### src/hw/rtl/rbc_pkg.sv
`default_nettype none
package rbc_pkg;

  // Default sizes
  localparam int VALUE_WIDTH_DEF = 32;
  localparam int MAX_DIGITS_DEF  = 32;

  // Fixed field widths
  localparam int BASE_W    = 6;
  localparam int CHAR_W    = 8;
  localparam int CFG_IDX_W = 2;

  // Register indexes
  localparam logic [CFG_IDX_W-1:0] CFG_SRC_BASE = 2'd0;
  localparam logic [CFG_IDX_W-1:0] CFG_DST_BASE = 2'd1;

  // Base limits and reset values
  localparam logic [BASE_W-1:0] BASE_MIN     = 6'd2;
  localparam logic [BASE_W-1:0] BASE_MAX     = 6'd36;
  localparam logic [BASE_W-1:0] SRC_BASE_RST = 6'd10;
  localparam logic [BASE_W-1:0] DST_BASE_RST = 6'd2;

  // ASCII codes
  localparam logic [CHAR_W-1:0] CH_0 = 8'h30;
  localparam logic [CHAR_W-1:0] CH_9 = 8'h39;
  localparam logic [CHAR_W-1:0] CH_A = 8'h41;
  localparam logic [CHAR_W-1:0] TEN  = 8'd10;

  // Saturate a base into 2..36
  function automatic logic [BASE_W-1:0] clamp_base(input logic [BASE_W-1:0] b);
    logic [BASE_W-1:0] r;
    if (b < BASE_MIN) begin
      r = BASE_MIN;
    end else if (b > BASE_MAX) begin
      r = BASE_MAX;
    end else begin
      r = b;
    end
    return r;
  endfunction

  // Digit value to ASCII '0'..'9','A'..'Z'
  function automatic logic [CHAR_W-1:0] to_char(input logic [BASE_W-1:0] d);
    logic [CHAR_W-1:0] dz;
    logic [CHAR_W-1:0] r;
    dz = {{(CHAR_W-BASE_W){1'b0}}, d};
    if (dz < TEN) begin
      r = CH_0 + dz;
    end else begin
      r = CH_A + dz - TEN;
    end
    return r;
  endfunction

endpackage
`default_nettype wire

### src/hw/rtl/rbc_ram.sv
`default_nettype none
module rbc_ram #(
  parameter int WIDTH = 6,
  parameter int DEPTH = 32
) (
  input  wire logic                     clk,
  input  wire logic                     we,
  input  wire logic [$clog2(DEPTH)-1:0] waddr,
  input  wire logic [WIDTH-1:0]         wdata,
  input  wire logic [$clog2(DEPTH)-1:0] raddr,
  output logic      [WIDTH-1:0]         rdata_r
);

  logic [WIDTH-1:0] mem_r [DEPTH];

  // One write port, one registered read port
  always_ff @(posedge clk) begin
    if (we) begin
      mem_r[waddr] <= wdata;
    end
    rdata_r <= mem_r[raddr];
  end

endmodule
`default_nettype wire

### src/hw/rtl/rbc_divider.sv
`default_nettype none
module rbc_divider #(
  parameter int VALUE_WIDTH = rbc_pkg::VALUE_WIDTH_DEF
) (
  input  wire logic                        clk,
  input  wire logic                        rst_n,
  input  wire logic                        start,
  input  wire logic [VALUE_WIDTH-1:0]      dividend,
  input  wire logic [rbc_pkg::BASE_W-1:0]  divisor,
  output logic                             done_r,
  output logic      [VALUE_WIDTH-1:0]      quot_r,
  output logic      [rbc_pkg::BASE_W-1:0]  rem_r
);

  localparam int CNT_W = $clog2(VALUE_WIDTH + 1);

  logic [CNT_W-1:0]             cnt_r;
  logic [rbc_pkg::BASE_W-1:0]   divisor_r;
  logic [rbc_pkg::BASE_W:0]     shifted;
  logic                         ge;
  logic [rbc_pkg::BASE_W:0]     diff;

  // One restoring step: bring down the next dividend bit
  always_comb begin
    shifted = {rem_r, quot_r[VALUE_WIDTH-1]};
    ge      = shifted >= {1'b0, divisor_r};
    diff    = shifted - {1'b0, divisor_r};
  end

  // Control: step counter and done pulse
  always_ff @(posedge clk) begin
    if (!rst_n) begin
      cnt_r  <= '0;
      done_r <= 1'b0;
    end else begin
      done_r <= 1'b0;
      if (start) begin
        cnt_r <= CNT_W'(VALUE_WIDTH);
      end else if (cnt_r != '0) begin
        cnt_r <= cnt_r - 1'b1;
        if (cnt_r == CNT_W'(1)) begin
          done_r <= 1'b1;
        end
      end
    end
  end

  // Datapath: quotient shifts in from the right as dividend shifts out
  always_ff @(posedge clk) begin
    if (start) begin
      quot_r    <= dividend;
      rem_r     <= '0;
      divisor_r <= divisor;
    end else if (cnt_r != '0) begin
      quot_r <= {quot_r[VALUE_WIDTH-2:0], ge};
      rem_r  <= ge ? diff[rbc_pkg::BASE_W-1:0] : shifted[rbc_pkg::BASE_W-1:0];
    end
  end

endmodule
`default_nettype wire

### src/hw/rtl/radix_base_converter.sv
`default_nettype none
// Radix converter, base 2..36 in, base 2..36 out. Give one ASCII character per
// start pulse (accepted when start is high and busy is low), most significant
// first; bases outside 2..36 saturate, and characters are not checked. A
// character without in_last_char leaves busy low. The final character raises
// busy while the value is divided down by one shared restoring divider that
// retires one quotient bit per cycle: each output digit is divided off and its
// remainder stored, then every digit is read back from the digit store. A zero
// value skips the divider and keeps busy high for a single cycle. Digits come
// out most significant first, one beat per out_valid pulse, the last one
// flagged by out_last_digit. The receiver cannot stall: each beat is on the
// out_ ports for exactly one cycle and must be taken then. Write cfg_ registers
// only while idle.
module radix_base_converter #(
  parameter int VALUE_WIDTH = rbc_pkg::VALUE_WIDTH_DEF,
  parameter int MAX_DIGITS  = rbc_pkg::MAX_DIGITS_DEF
) (
  input  wire logic                           clk,
  input  wire logic                           rst_n,
  input  wire logic                           cfg_we,
  input  wire logic [rbc_pkg::CFG_IDX_W-1:0]  cfg_index,
  input  wire logic [rbc_pkg::BASE_W-1:0]     cfg_data,
  input  wire logic                           start,
  output logic                                busy,
  input  wire logic [rbc_pkg::CHAR_W-1:0]     in_char_code,
  input  wire logic                           in_last_char,
  output logic                                out_valid,
  output logic      [rbc_pkg::CHAR_W-1:0]     out_digit_char,
  output logic                                out_last_digit
);

  localparam int ADDR_W = $clog2(MAX_DIGITS);
  localparam int CNT_W  = $clog2(MAX_DIGITS + 1);

  localparam logic [2:0] S_IDLE  = 3'd0;
  localparam logic [2:0] S_CHECK = 3'd1;
  localparam logic [2:0] S_WAIT  = 3'd2;
  localparam logic [2:0] S_RD    = 3'd3;
  localparam logic [2:0] S_OUT   = 3'd4;

  logic [2:0]                   state_r, state_nxt;
  logic [rbc_pkg::BASE_W-1:0]   src_base_r, dst_base_r;
  logic [VALUE_WIDTH-1:0]       acc_r, acc_nxt;
  logic [VALUE_WIDTH-1:0]       val_r, val_nxt;
  logic [CNT_W-1:0]             cnt_r, cnt_nxt;
  logic [ADDR_W-1:0]            idx_r, idx_nxt;
  logic                         out_valid_r, out_valid_nxt;
  logic [rbc_pkg::CHAR_W-1:0]   out_char_r, out_char_nxt;
  logic                         out_last_r, out_last_nxt;

  logic                         accept;
  logic [VALUE_WIDTH-1:0]       digit_val;
  logic [VALUE_WIDTH-1:0]       horner;
  logic                         div_start;
  logic                         div_done;
  logic [VALUE_WIDTH-1:0]       div_quot;
  logic [rbc_pkg::BASE_W-1:0]   div_rem;
  logic                         ram_we;
  logic [rbc_pkg::BASE_W-1:0]   ram_rdata;

  assign busy           = state_r != S_IDLE;
  assign accept         = start && !busy;
  assign out_valid      = out_valid_r;
  assign out_digit_char = out_char_r;
  assign out_last_digit = out_last_r;

  // Configuration registers
  always_ff @(posedge clk) begin
    if (!rst_n) begin
      src_base_r <= rbc_pkg::SRC_BASE_RST;
      dst_base_r <= rbc_pkg::DST_BASE_RST;
    end else if (cfg_we) begin
      unique case (cfg_index)
        rbc_pkg::CFG_SRC_BASE: src_base_r <= cfg_data;
        rbc_pkg::CFG_DST_BASE: dst_base_r <= cfg_data;
        default: ;
      endcase
    end
  end

  // Character to digit value, then one Horner step
  always_comb begin
    if (in_char_code >= rbc_pkg::CH_0 && in_char_code <= rbc_pkg::CH_9) begin
      digit_val = VALUE_WIDTH'(in_char_code - rbc_pkg::CH_0);
    end else begin
      digit_val = VALUE_WIDTH'(in_char_code)
                - VALUE_WIDTH'(rbc_pkg::CH_A - rbc_pkg::TEN);
    end
    horner = acc_r * VALUE_WIDTH'(rbc_pkg::clamp_base(src_base_r)) + digit_val;
  end

  // Sequencer: accumulate, divide digit by digit, read digits back out
  always_comb begin
    state_nxt     = state_r;
    acc_nxt       = acc_r;
    val_nxt       = val_r;
    cnt_nxt       = cnt_r;
    idx_nxt       = idx_r;
    out_valid_nxt = 1'b0;
    out_char_nxt  = out_char_r;
    out_last_nxt  = out_last_r;
    div_start     = 1'b0;
    ram_we        = 1'b0;
    unique case (state_r)
      S_IDLE: begin
        if (accept) begin
          if (in_last_char) begin
            acc_nxt   = '0;
            val_nxt   = horner;
            cnt_nxt   = '0;
            state_nxt = S_CHECK;
          end else begin
            acc_nxt = horner;
          end
        end
      end
      S_CHECK: begin
        if (val_r == '0 && cnt_r == '0) begin
          // zero value: a single '0'
          out_valid_nxt = 1'b1;
          out_char_nxt  = rbc_pkg::CH_0;
          out_last_nxt  = 1'b1;
          state_nxt     = S_IDLE;
        end else if (val_r == '0 || cnt_r == CNT_W'(MAX_DIGITS)) begin
          idx_nxt   = ADDR_W'(cnt_r - 1'b1);
          state_nxt = S_RD;
        end else begin
          div_start = 1'b1;
          state_nxt = S_WAIT;
        end
      end
      S_WAIT: begin
        if (div_done) begin
          ram_we    = 1'b1;
          val_nxt   = div_quot;
          cnt_nxt   = cnt_r + 1'b1;
          state_nxt = S_CHECK;
        end
      end
      S_RD: begin
        state_nxt = S_OUT;
      end
      S_OUT: begin
        out_valid_nxt = 1'b1;
        out_char_nxt  = rbc_pkg::to_char(ram_rdata);
        out_last_nxt  = idx_r == '0;
        if (idx_r == '0) begin
          state_nxt = S_IDLE;
        end else begin
          idx_nxt   = idx_r - 1'b1;
          state_nxt = S_RD;
        end
      end
      default: state_nxt = S_IDLE;
    endcase
  end

  // Control registers
  always_ff @(posedge clk) begin
    if (!rst_n) begin
      state_r     <= S_IDLE;
      acc_r       <= '0;
      cnt_r       <= '0;
      out_valid_r <= 1'b0;
    end else begin
      state_r     <= state_nxt;
      acc_r       <= acc_nxt;
      cnt_r       <= cnt_nxt;
      out_valid_r <= out_valid_nxt;
    end
  end

  // Payload registers
  always_ff @(posedge clk) begin
    val_r      <= val_nxt;
    idx_r      <= idx_nxt;
    out_char_r <= out_char_nxt;
    out_last_r <= out_last_nxt;
  end

  // Shared divider by the destination base
  rbc_divider #(
    .VALUE_WIDTH(VALUE_WIDTH)
  ) u_div (
    .clk     (clk),
    .rst_n   (rst_n),
    .start   (div_start),
    .dividend(val_r),
    .divisor (rbc_pkg::clamp_base(dst_base_r)),
    .done_r  (div_done),
    .quot_r  (div_quot),
    .rem_r   (div_rem)
  );

  // Remainder store, least significant digit at address 0
  rbc_ram #(
    .WIDTH(rbc_pkg::BASE_W),
    .DEPTH(MAX_DIGITS)
  ) u_store (
    .clk    (clk),
    .we     (ram_we),
    .waddr  (cnt_r[ADDR_W-1:0]),
    .wdata  (div_rem),
    .raddr  (idx_r),
    .rdata_r(ram_rdata)
  );

`ifndef SYNTHESIS
  // a beat only leaves while a conversion is running
  a_out_from_busy: assert property (@(posedge clk) disable iff (!rst_n)
    out_valid |-> $past(busy))
    else $error("output beat without a running conversion");

  // the final digit ends the conversion
  a_last_ends: assert property (@(posedge clk) disable iff (!rst_n)
    (out_valid && out_last_digit) |-> !busy)
    else $error("still busy after last digit");

  // a final character always starts a conversion
  a_last_char_busy: assert property (@(posedge clk) disable iff (!rst_n)
    (accept && in_last_char) |=> busy)
    else $error("final character did not start conversion");

  // digit count stays within the store
  a_cnt_bound: assert property (@(posedge clk) disable iff (!rst_n)
    cnt_r <= CNT_W'(MAX_DIGITS))
    else $error("digit count overran store");
`endif

endmodule
`default_nettype wire

### config.mk
export PLATFORM = sky130hd
export DESIGN_NAME = radix_base_converter
export DESIGN_NICKNAME = d
export VERILOG_FILES = /design/src/hw/rtl/rbc_pkg.sv /design/src/hw/rtl/rbc_ram.sv /design/src/hw/rtl/rbc_divider.sv /design/src/hw/rtl/radix_base_converter.sv
export SDC_FILE = /design/constraint.sdc
export NUM_CORES = 1
export LEC_CHECK = 0
export BUFFER_PORTS_ARGS = -buffer_cell sky130_fd_sc_hd__buf_2
export CAP_MARGIN = 20
export CELL_PAD_IN_SITES_DETAIL_PLACEMENT = 1
export CELL_PAD_IN_SITES_GLOBAL_PLACEMENT = 1
export CORE_ASPECT_RATIO = 0.7
export CORE_MARGIN = 1.5
export CORE_UTILIZATION = 45
export DETAILED_ROUTE_END_ITERATION = 16
export MAX_ROUTING_LAYER = met4
export PLACE_DENSITY_LB_ADDON = 0.1
export SLEW_MARGIN = 40
export SYNTH_ARGS = -nofsm -noshare
export SYNTH_HDL_FRONTEND = slang
export SYNTH_SLANG_ARGS = --single-unit
### constraint.sdc
create_clock -name clk -period 6.35 [get_ports clk]
set_input_delay 0.635 -clock clk [delete_from_list [all_inputs] [get_ports clk]]
set_output_delay 0.635 -clock clk [all_outputs]
set_load 0.03 [all_outputs]
# ---- After elaboration in Yosys (flattened, before gate mapping)
# Memories as Yosys holds them, arrays and structs flattened. A register that Yosys moved wholly into a read port is not among the register bits.
# Index checks and enable logic that the tools add are counted.
dict set report classes {
  addsub 11
  mul 1
  magnitude_cmp 8
  n_eq_ne 14
  muxes 44
  bitwise_logic 2
  reduce_logical 25
}
# op count
set op_table {}
lappend op_table {{32-bit 2-to-1 mux} 7}
lappend op_table {{32-bit case mux with 2 select lines} 1}
lappend op_table {{6-bit 2-to-1 mux} 9}
lappend op_table {{32-bit adder} 1}
lappend op_table {{32-bit zero test} 1}
lappend op_table {{32-bit by 6-bit multiplier with 32-bit output} 1}
lappend op_table {{8-bit by 6-bit subtractor with 9-bit output, second input constant} 2}
lappend op_table {{8-bit 2-to-1 mux} 2}
lappend op_table {{8-bit case mux with 2 select lines} 1}
lappend op_table {{5-bit 2-to-1 mux} 3}
lappend op_table {{3-bit case mux with 5 select lines} 1}
lappend op_table {{6-bit greater-than comparator, second input constant} 2}
lappend op_table {{6-bit by 2-bit < comparator with 1-bit output, second input constant} 2}
lappend op_table {{2-bit != test, second input constant} 6}
lappend op_table {{6-bit case mux with 2 select lines} 1}
lappend op_table {{1-bit 2-to-1 mux} 11}
lappend op_table {{5-bit case mux with 2 select lines} 1}
lappend op_table {{5-bit by 1-bit subtractor with 5-bit output, second input constant} 2}
lappend op_table {{3-bit 2-to-1 mux} 3}
lappend op_table {{7-bit by 6-bit adder with 8-bit output, first input constant} 1}
lappend op_table {{8-bit by 6-bit greater-or-equal comparator with 1-bit output, second input constant} 1}
lappend op_table {{8-bit by 6-bit less-or-equal comparator with 1-bit output, second input constant} 1}
lappend op_table {{2-bit AND reduction} 4}
lappend op_table {{4-bit AND reduction} 2}
lappend op_table {{30 further kinds} 39}
dict set report word_totals {
  register_bits 151
  ramBits 192
  in_bits 21
  elab_cells 123
  mem_count 1
}
# memory depth word_bits read_ports rd_clocked_by_memory_dff write_ports line
set mem_list {}
lappend mem_list {u_store.mem_r 32 6 1 1 1 rbc_ram.sv:14} ;# logic [WIDTH-1:0] mem_r [DEPTH];

# ---- Longest topological paths before layout
# Gate-level depths: netlist of the first run.
dict set report depth {
  depth_word 8
  depth_mapped 23
  mapped_depth_nobuf 22
}

# ---- Hierarchy
# Synthesis of the first run repeated with hierarchy kept, for this count alone.
dict set report unflattened {
  cells_unflattened 1659
  area_unflattened_um2 20699.9
}
# module instances cells_per_inst area_each_um2 seq_area_each_um2
set modules_own_cells {}
lappend modules_own_cells {radix_base_converter 1 1152 10682.7 2432.3}
lappend modules_own_cells {rbc_ram 1 323 7589.8 5885.6}
lappend modules_own_cells {rbc_divider 1 184 2427.3 1401.3}

# ---- Worst setup path before layout of the first run
# Ideal clock, no wire load.
dict set report synth_path {
  path_kind {register -> register}
  startpoint {register src_base_r[3] (netlist bit)}
  endpoint {register acc_r[30]}
  arrival_ns 5.621
  required_ns 6.288
  slack_ns 0.667
  stages_incl_launch_ff 22
  n_path_buf 1
  cell_sequence {dfxtp_1 > or2_1 > nor2_1 > mux2i_1 > clkbuf_1 > and3_1 > fa_1 > fa_1 > fa_1 > inv_1 > fa_1 > inv_1 > ha_1 > a211o_1 > nor3_2 > and3_1 > nor4_1 > o21ai_2 > a31oi_1 > a221o_1 > or4_1 > nand3_1}
}
dict set report synth_between {
  elab_chain_len 6
  word_cells_on_any_way 7
}
# item line
set synth_rtl {}
lappend synth_rtl {{start, declared} radix_base_converter.sv:42} ;# logic [rbc_pkg::BASE_W-1:0] src_base_r, dst_base_r;
lappend synth_rtl {{start signal, assigned} radix_base_converter.sv:70} ;# src_base_r <= rbc_pkg::SRC_BASE_RST;
lappend synth_rtl {{start signal, assigned} radix_base_converter.sv:74} ;# rbc_pkg::CFG_SRC_BASE: src_base_r <= cfg_data;
lappend synth_rtl {{6-bit greater-than comparator} rbc_pkg.sv:34} ;# end else if (b > BASE_MAX) begin
lappend synth_rtl {{6-bit 2-to-1 mux} rbc_pkg.sv:34}
lappend synth_rtl {{6-bit 2-to-1 mux (*)} rbc_pkg.sv:32} ;# if (b < BASE_MIN) begin
lappend synth_rtl {{32-bit by 6-bit multiplier with 32-bit output (*)} radix_base_converter.sv:89} ;# horner = acc_r * VALUE_WIDTH'(rbc_pkg::clamp_base(src_base_r)) + digit_val;
lappend synth_rtl {{32-bit adder (*)} radix_base_converter.sv:89}
lappend synth_rtl {{32-bit 2-to-1 mux (*)} radix_base_converter.sv:107} ;# if (in_last_char) begin
lappend synth_rtl {{end signal, assigned} radix_base_converter.sv:167} ;# acc_r <= acc_nxt;
lappend synth_rtl {{end, declared} radix_base_converter.sv:43} ;# logic [VALUE_WIDTH-1:0] acc_r, acc_nxt;
# Every way passes the cells marked *; elsewhere a longest branch is shown, timed or not.
# A chain may end at the register's enable or synchronous reset.

# ---- Final worst setup path of the first run
dict set report layout_path {
  startpoint {register src_base_r[4] (netlist bit)}
  endpoint {register acc_r[30]}
}
# The elaborated chain is that of the path after synthesis.

==> flow_summary.yaml, run 1 <==
pwr:
  p_per_area_nw_per_um2: 306
  total_power_uw: 7020
  ir_drop_v: 0.000203
  p_int_uw: 4760
  pwr-share-comb_pct: 24.8
  switchingPower_uw: 2260
  sequentialPowerShare_pct: 44.6
  p_leak_uw: 0.00934
  swShare_pct: 32.2
  clockPowerShare_pct: 30.6
setup_path:
  ff2ff_path_depth: 22
  reg2reg_to: "acc_r[30]"
  crit_start: "src_base_r[4]"
  crit_path_end_kind: "register"
  crit_end: "acc_r[30]"
  critical_path_required_ps: 6820
  crit_path_start_kind: "register"
  ff2ff_setup_slack_ps: 260
  critical_path_class: "register to register"
  path_max_fanout: 31
  worstReg2RegStart: "src_base_r[4]"
  worstPathArrival_ps: 6570
final_layout:
  layout-area-overhead-vs-synth_pct: 10.7
  fin_util_pct: 50.7
  nFillCells: 4786
  seq_area_um2: 9720
  nNetsFinal: 2105
  drive_above_1_share_pct: 9.25
  n_antenna_cell: 0
  stdcell_count: 2516
  multiInputGateArea_um2: 10200
clocking:
  cts_root_buf: "clkbuf_16"
  numClockSinks: 348
  h-tree-depth: 2
  clk_pin_slew_worst_paths_ps: 60
  cts_tree: "yes"
  hold_buffers: 0
  cts_made_buffers: 36
  insertion_delay_ps: 530
  clock_tree.buffer_depth: 3
synth:
  synth.ff_latch_count: 348
  synth.distinct_cells: 68
  synth_seq_area_share_pct: 46.8
  synth_fp_nets: 2075
  synthFlopType: "edfxtp_1"
  synth_edf_count: 275
  synth_cells: 1856
  synth_area_leaders: "edfxtp_1 40%, fa_1 13%, dfxtp_1 7.0%"
  yosysTopAreaCellShare_pct: 39.8
  avgSynthCellArea_um2: 11.2
  yosysWarningCount: 0
  netlist_area_um2: 20700
  async_flop_share_pct: 0
  yosysTopAreaCell: "edfxtp_1"
run:
  drv_cap: 0
placement:
  post-place-cells: 2448
  dp_hpwl_um: 38700
  port_buffers: 30
  gp_congestion: 0.863
global_route:
  antenna_found_initial: 3
  grt_pass1_wl_um: 86900
  grt-ovfl-total: 0
  grt_pass1_vias: 14900
  grt_max_degree: 58
  track_usage_pct: 24.4
route:
  drc: 0
  final_antenna_net_count: 0
  wl_per_cell_um: 21.6
  drtIter0Drc: 817
  totalWireLength_um: 54300
  via_per_inst: 5.54
  firstDrtPassIters: 5
  routed-via-count: 14000
sta:
  worst_pin_slew_ps: 813
  post-route-period-util_pct: 95.9
  max_freq_ghz: 0.164
  final_hold_viol_count: 0
  min_period_ps: 6090
  hold_slack_ps: 346
  drv_slew: 0
  setup_viol_count_final: 0
  skew_ps: 18.2
  setup_tns_ps: 0
  slew_headroom_pct: 45.7
floorplanning:
  die_area_um2: 47400
  rows: 65
  ioPinCount: 32
  initial_core_util_pct: 45.8
  coreArea_um2: 45300
  die_y_um: 183
  dieWidth_um: 260
worst_hold_path:
  hp-class: "input pin to register"
run_status:
  outcome: "completed"
-- metal layers --
layer  global-route usage, %  wire length (um)
met4                    3.56               589
met1                    37.1             27700
met5                       -                 0
met2                    34.9             23300
met3                    3.75              2720
-- cell families after synthesis --
group | count (synthesis) | synth area share (%)
AOI/OAI and AO/OA | 241 | 7.39
xor gates and xnor gates | 57 | 2.41
adders and majority gates | 200 | 17.0
buffers and inverters | 243 | 4.45
DFF | 348 | 46.8
muxes | 93 | 5.98
other | 1 | 0.0181
and+or+nand+nor | 673 | 15.9
-- final cells by class --
cell class / count / area share [%]
clock buffers: 45 / 4.30
clock inverters: 20 / 0.796
inverters: 164 / 2.68
multi-input cells: 1265 / 44.3
flip-flops and latches: 348 / 42.3
well taps: 603 / 3.29
repair buffers: 71 / 2.35
-- layout by cell type, fill, tap and decap left out, types with 8 or more instances in the layout --
cell,netlist,final
mux2i_1,62,61
nand3_1,22,22
clkinv_2,0,9
xor2_1,24,24
inv_1,164,164
nor2b_1,34,33
mux4_2,24,24
and2_1,140,140
o21ai_0,49,49
a21o_1,15,15
a211oi_1,10,10
buf_4,1,32
nand2b_1,9,8
nor3_1,17,17
a22oi_1,10,10
a21oi_1,63,62
dfxtp_1,73,73
edfxtp_1,275,275
and3_1,34,34
ha_1,60,60
o221ai_1,12,12
xnor2_1,33,33
nor2_1,119,117
clkbuf_16,0,39
buf_2,6,30
o31ai_1,12,12
fa_1,138,138
nor4_1,11,11
o22ai_1,13,13
nand2_1,249,249
o21ai_1,14,14
-- sequential cells by signal (all words and copies together), names as in the netlist --
name / cells
u_div.cnt_r: 6
u_div.divisor_r: 6
acc_r: 32
src_base_r: 6
out_last_digit: 1
cnt_r: 6
u_div.quot_r: 32
u_div.done_r: 1
u_store.mem_r: 192
idx_r: 5
u_div.rem_r: 6
dst_base_r: 6
u_store.rdata_r: 6
val_r: 32
state_r: 3
out_digit_char: 7
out_valid: 1
-- power groups by stage --
| stage | registers (uW) | logic, uW | clock network, uW |
|---|---|---|---|
| 6_report | 3130 | 1740 | 2140 |
| 5_1_grt | 3170 | 1960 | 2270 |
| 4_1_cts | 3130 | 1750 | 2180 |
| 3_5_place_dp | 3180 | 1740 | 0 |
| 3_3_place_gp | 3170 | 1660 | 0 |
| 2_1_floorplan | 3210 | 1080 | 0 |
-- cell usage after synthesis, drive strengths merged (9+ instances only) --
library cell  instances
a22oi                10
mux2i                62
ha                   60
and3                 34
a21oi                63
nand2b                9
a211oi               10
clkbuf               63
dfxtp                73
o22ai                13
nor2b                34
xor2                 24
mux4                 24
o221ai               12
edfxtp              275
nor3                 18
buf                  16
nand2               249
and2                140
nor4                 11
xnor2                33
nand3                22
a21o                 15
o31ai                13
nor2                119
inv                 164
o21ai                64
fa                  138
-- critical path, stage by stage, from the launching register on --
cell and delay [ps]:
dfxtp_1 360, or2_4 150, nor2_4 40, maj3_1 400
buf_12 180, and2_1 190, fa_1 520, fa_1 440
fa_1 550, inv_1 50, fa_1 530, inv_1 50
ha_1 370, a211o_1 300, nor3_2 100, and3_1 220
nor4_1 70, buf_4 150, o21ai_2 200, a31oi_1 160
a221o_1 390, or4_1 480, nand3_1 90
-- stage by stage --
| stage | worst slack (ps) | cell area [um2] |
|---|---|---|
| finish | 258 | 23000 |
| global route | -0.494 | 23000 |
| CTS | 157 | 22900 |
| detailed placement | 182 | 21700 |
| global placement | 343 | 21600 |
| floorplan | 667 | 20700 |
-- worst min path at each step --
stage / start / end / slack, ps / cells past startpoint
after detailed placement: acc_r[31] / acc_r[31] / 480 / 2
final: cfg_data[1] / dst_base_r[1] / 350 / 3
after floorplan: src_base_r[3] / src_base_r[3] / 450 / 2
after global routing: cfg_data[1] / dst_base_r[1] / 340 / 3
after CTS: cfg_data[1] / dst_base_r[1] / 330 / 3
after global placement: src_base_r[3] / src_base_r[3] / 470 / 2
-- timing repair --
action	4_1_cts	5_1_grt
buffers inserted	0	1
setup endpoints to repair	0	14
endpoints found under the hold margin	0	0
gates resized for setup	0	6
Power figures use the tool's default switching activity.
==> inputs of run 2 (changes only) <==
--- a/config.mk
+++ b/config.mk
@@ -5,7 +5,7 @@
 export SDC_FILE = /design/constraint.sdc
 export NUM_CORES = 1
 export LEC_CHECK = 0
-export BUFFER_PORTS_ARGS = -buffer_cell sky130_fd_sc_hd__buf_2
+export BUFFER_PORTS_ARGS = -buffer_cell sky130_fd_sc_hd__buf_4
 export CAP_MARGIN = 20
 export CELL_PAD_IN_SITES_DETAIL_PLACEMENT = 1
 export CELL_PAD_IN_SITES_GLOBAL_PLACEMENT = 1
==> run 2 against run 1 <==
- wire length down 1.6%
- worst hold slack worse by 4.3 ps
- die area unchanged
- register-to-register slack about the same
- sequential power is essentially flat
- sequential cell count unchanged
- largest power group unchanged
- worst setup slack worse by 8.7 ps
- sequential share of layout area is 0.062 points higher
- non-clock buffer count shrank 7
- cell count decreased by 0.32%
- largest cell class unchanged
- clock-buffer cell count did not move
- combinational power hardly changed
- critical endpoint unchanged
==> flow_summary.yaml, run 2 (same netlist as run 1, synthesis figures left out) <==
run_status:
  outcome: "completed"
clocking:
  insertion_delay_ps: 530
  cts_made_buffers: 36
  clk_pin_slew_worst_paths_ps: 70
  cts_root_buf: "clkbuf_16"
  cts_tree: "yes"
  clock_tree.buffer_depth: 3
  numClockSinks: 348
  h-tree-depth: 2
pwr:
  p_leak_uw: 0.00928
  ir_drop_v: 0.000282
  p_per_area_nw_per_um2: 303
final_layout:
  final_cell_mix: "275 x edfxtp_1, 249 x nand2_1, 164 x inv_1"
  nNetsFinal: 2098
  nFillCells: 4803
  largest_register_ffs: 192
  final_common_cell: "edfxtp_1"
  stdcell_count: 2508
  layout-area-overhead-vs-synth_pct: 10.5
  drive_above_1_share_pct: 9.03
  n_antenna_cell: 0
  top_register: "u_store.mem_r"
  final_area_um2: 22900
sta:
  rsz0062_at_grt: "yes"
  worst_pin_slew_ps: 826
  drv_slew: 0
  final_hold_viol_count: 0
  setup_tns_ps: 0
  slew_headroom_pct: 44.8
  hold_slack_ps: 342
  max_freq_ghz: 0.164
  skew_ps: 16.0
  setup_viol_count_final: 0
  min_period_ps: 6100
  post-route-period-util_pct: 96.1
setup_path:
  reg2reg_to: "acc_r[30]"
  ff2ff_path_depth: 21
  ff2ff_setup_slack_ps: 250
  worstReg2RegStart: "src_base_r[3]"
  cpMaxStageDelayCell: "fa_1"
  crit_start: "src_base_r[3]"
  critical_path_class: "register to register"
  slowest_delay_ps: 560
  worstPathArrival_ps: 6570
  path_max_fanout: 31
  crit_path_start_kind: "register"
  crit_path_frequent_cell: "fa_1"
  critical_path_required_ps: 6820
  crit_path_end_kind: "register"
  crit_end: "acc_r[30]"
  path_cells: "or2_1 -> nor2_4 -> maj3_1 -> buf_12 -> and2_1 -> fa_1 -> fa_1 -> fa_1 -> inv_1 -> fa_1 -> inv_1 -> ha_1 -> a21oi_1 -> o21ai_1 -> a31oi_1 -> nand2_1 -> o21ai_2 -> a31oi_1 -> a221o_1 -> or4_1 -> nand3_1"
worst_hold_path:
  hp-class: "input pin to register"
global_route:
  grt_max_degree: 59
  grt_pass1_wl_um: 85200
  grt_pass1_vias: 14700
  grt-ovfl-total: 0
  antenna_found_initial: 1
  track_usage_pct: 23.9
route:
  wl_per_cell_um: 21.3
  drc: 0
  routed-via-count: 13800
  drtIter0Drc: 850
  firstDrtPassIters: 5
  totalWireLength_um: 53400
  via_per_inst: 5.52
  final_antenna_net_count: 0
placement:
  dp_hpwl_um: 38000
  port_buffers: 30
  gp_congestion: 0.841
  place_area_um2: 21700
  post-place-cells: 2442
floorplanning:
  die_y_um: 183
  dieWidth_um: 260
  rows: 65
  coreArea_um2: 45300
  die_area_um2: 47400
  ioPinCount: 32
  initial_core_util_pct: 45.8
run:
  drv_cap: 0
run 2: cell types whose count changed in the layout (fill, tap and decap cells not counted), sizes merged:
cell | previous run | this run
clkinv | 16 | 13
buf | 70 | 63
clkinvlp | 0 | 2
run 2: routing by layer:
metal  track usage [%]  routed length, um  up-vias
li1                  -                  -     6395
met1              36.3              27600     7130
met2              33.7              22400      269
met3              4.64               2920       41
met4              3.14                450        0
met5                 -                  0        -
run 2: timing repair:
item / in CTS / in global routing
resized for setup: 0 / 10
buffers inserted: 0 / 1
setup endpoints to repair: 0 / 14
hold buffers: 0 / 0
run 2: area by class of cell:
type,instances,area [um2],area share (%)
clock inverters,19,185,0.808
repair buffers,64,539,2.35
clock buffers,45,935,4.08
flip-flops and latches,348,9720,42.4
multi-input cells,1265,10200,44.4
well taps,603,754,3.29
inverters,164,616,2.68
run 2: worst max-delay path, delay by kind of cell, from the launching register on:
family / cells / cell delay (ps)
AOI/OAI and AO/OA: 6 / 1440
buffers and inverters: 3 / 280
DFF: 1 / 350
and+or+nand+nor: 6 / 1130
adders and majority gates: 6 / 2820
run 2: where the power goes:
group,switching [uW],internal (uW)
Sequential,164,2970
Combinational,1170,563
Clock,905,1170
Total,2240,4710
run 2: worst min-delay path by stage:
stage                  start       endpoint  slack [ps]  cells past startpoint
2_1_floorplan  src_base_r[3]  src_base_r[3]         450                      2
3_3_place_gp   src_base_r[3]  src_base_r[3]         470                      2
3_5_place_dp       acc_r[31]      acc_r[31]         480                      2
4_1_cts          cfg_data[1]  dst_base_r[1]         330                      3
5_1_grt          cfg_data[1]  dst_base_r[1]         350                      3
6_report         cfg_data[1]  dst_base_r[1]         340                      3
run 2: metrics by stage:
step / util, % / setup slack [ps] / total power, uW
after floorplan: - / 667 / 4290
after global placement: 47.9 / 350 / 4840
after detailed placement: 48.0 / 212 / 4900
after CTS: 50.4 / 183 / 6990
after global routing: 50.6 / 0.486 / 7320
final: 50.6 / 249 / 6950
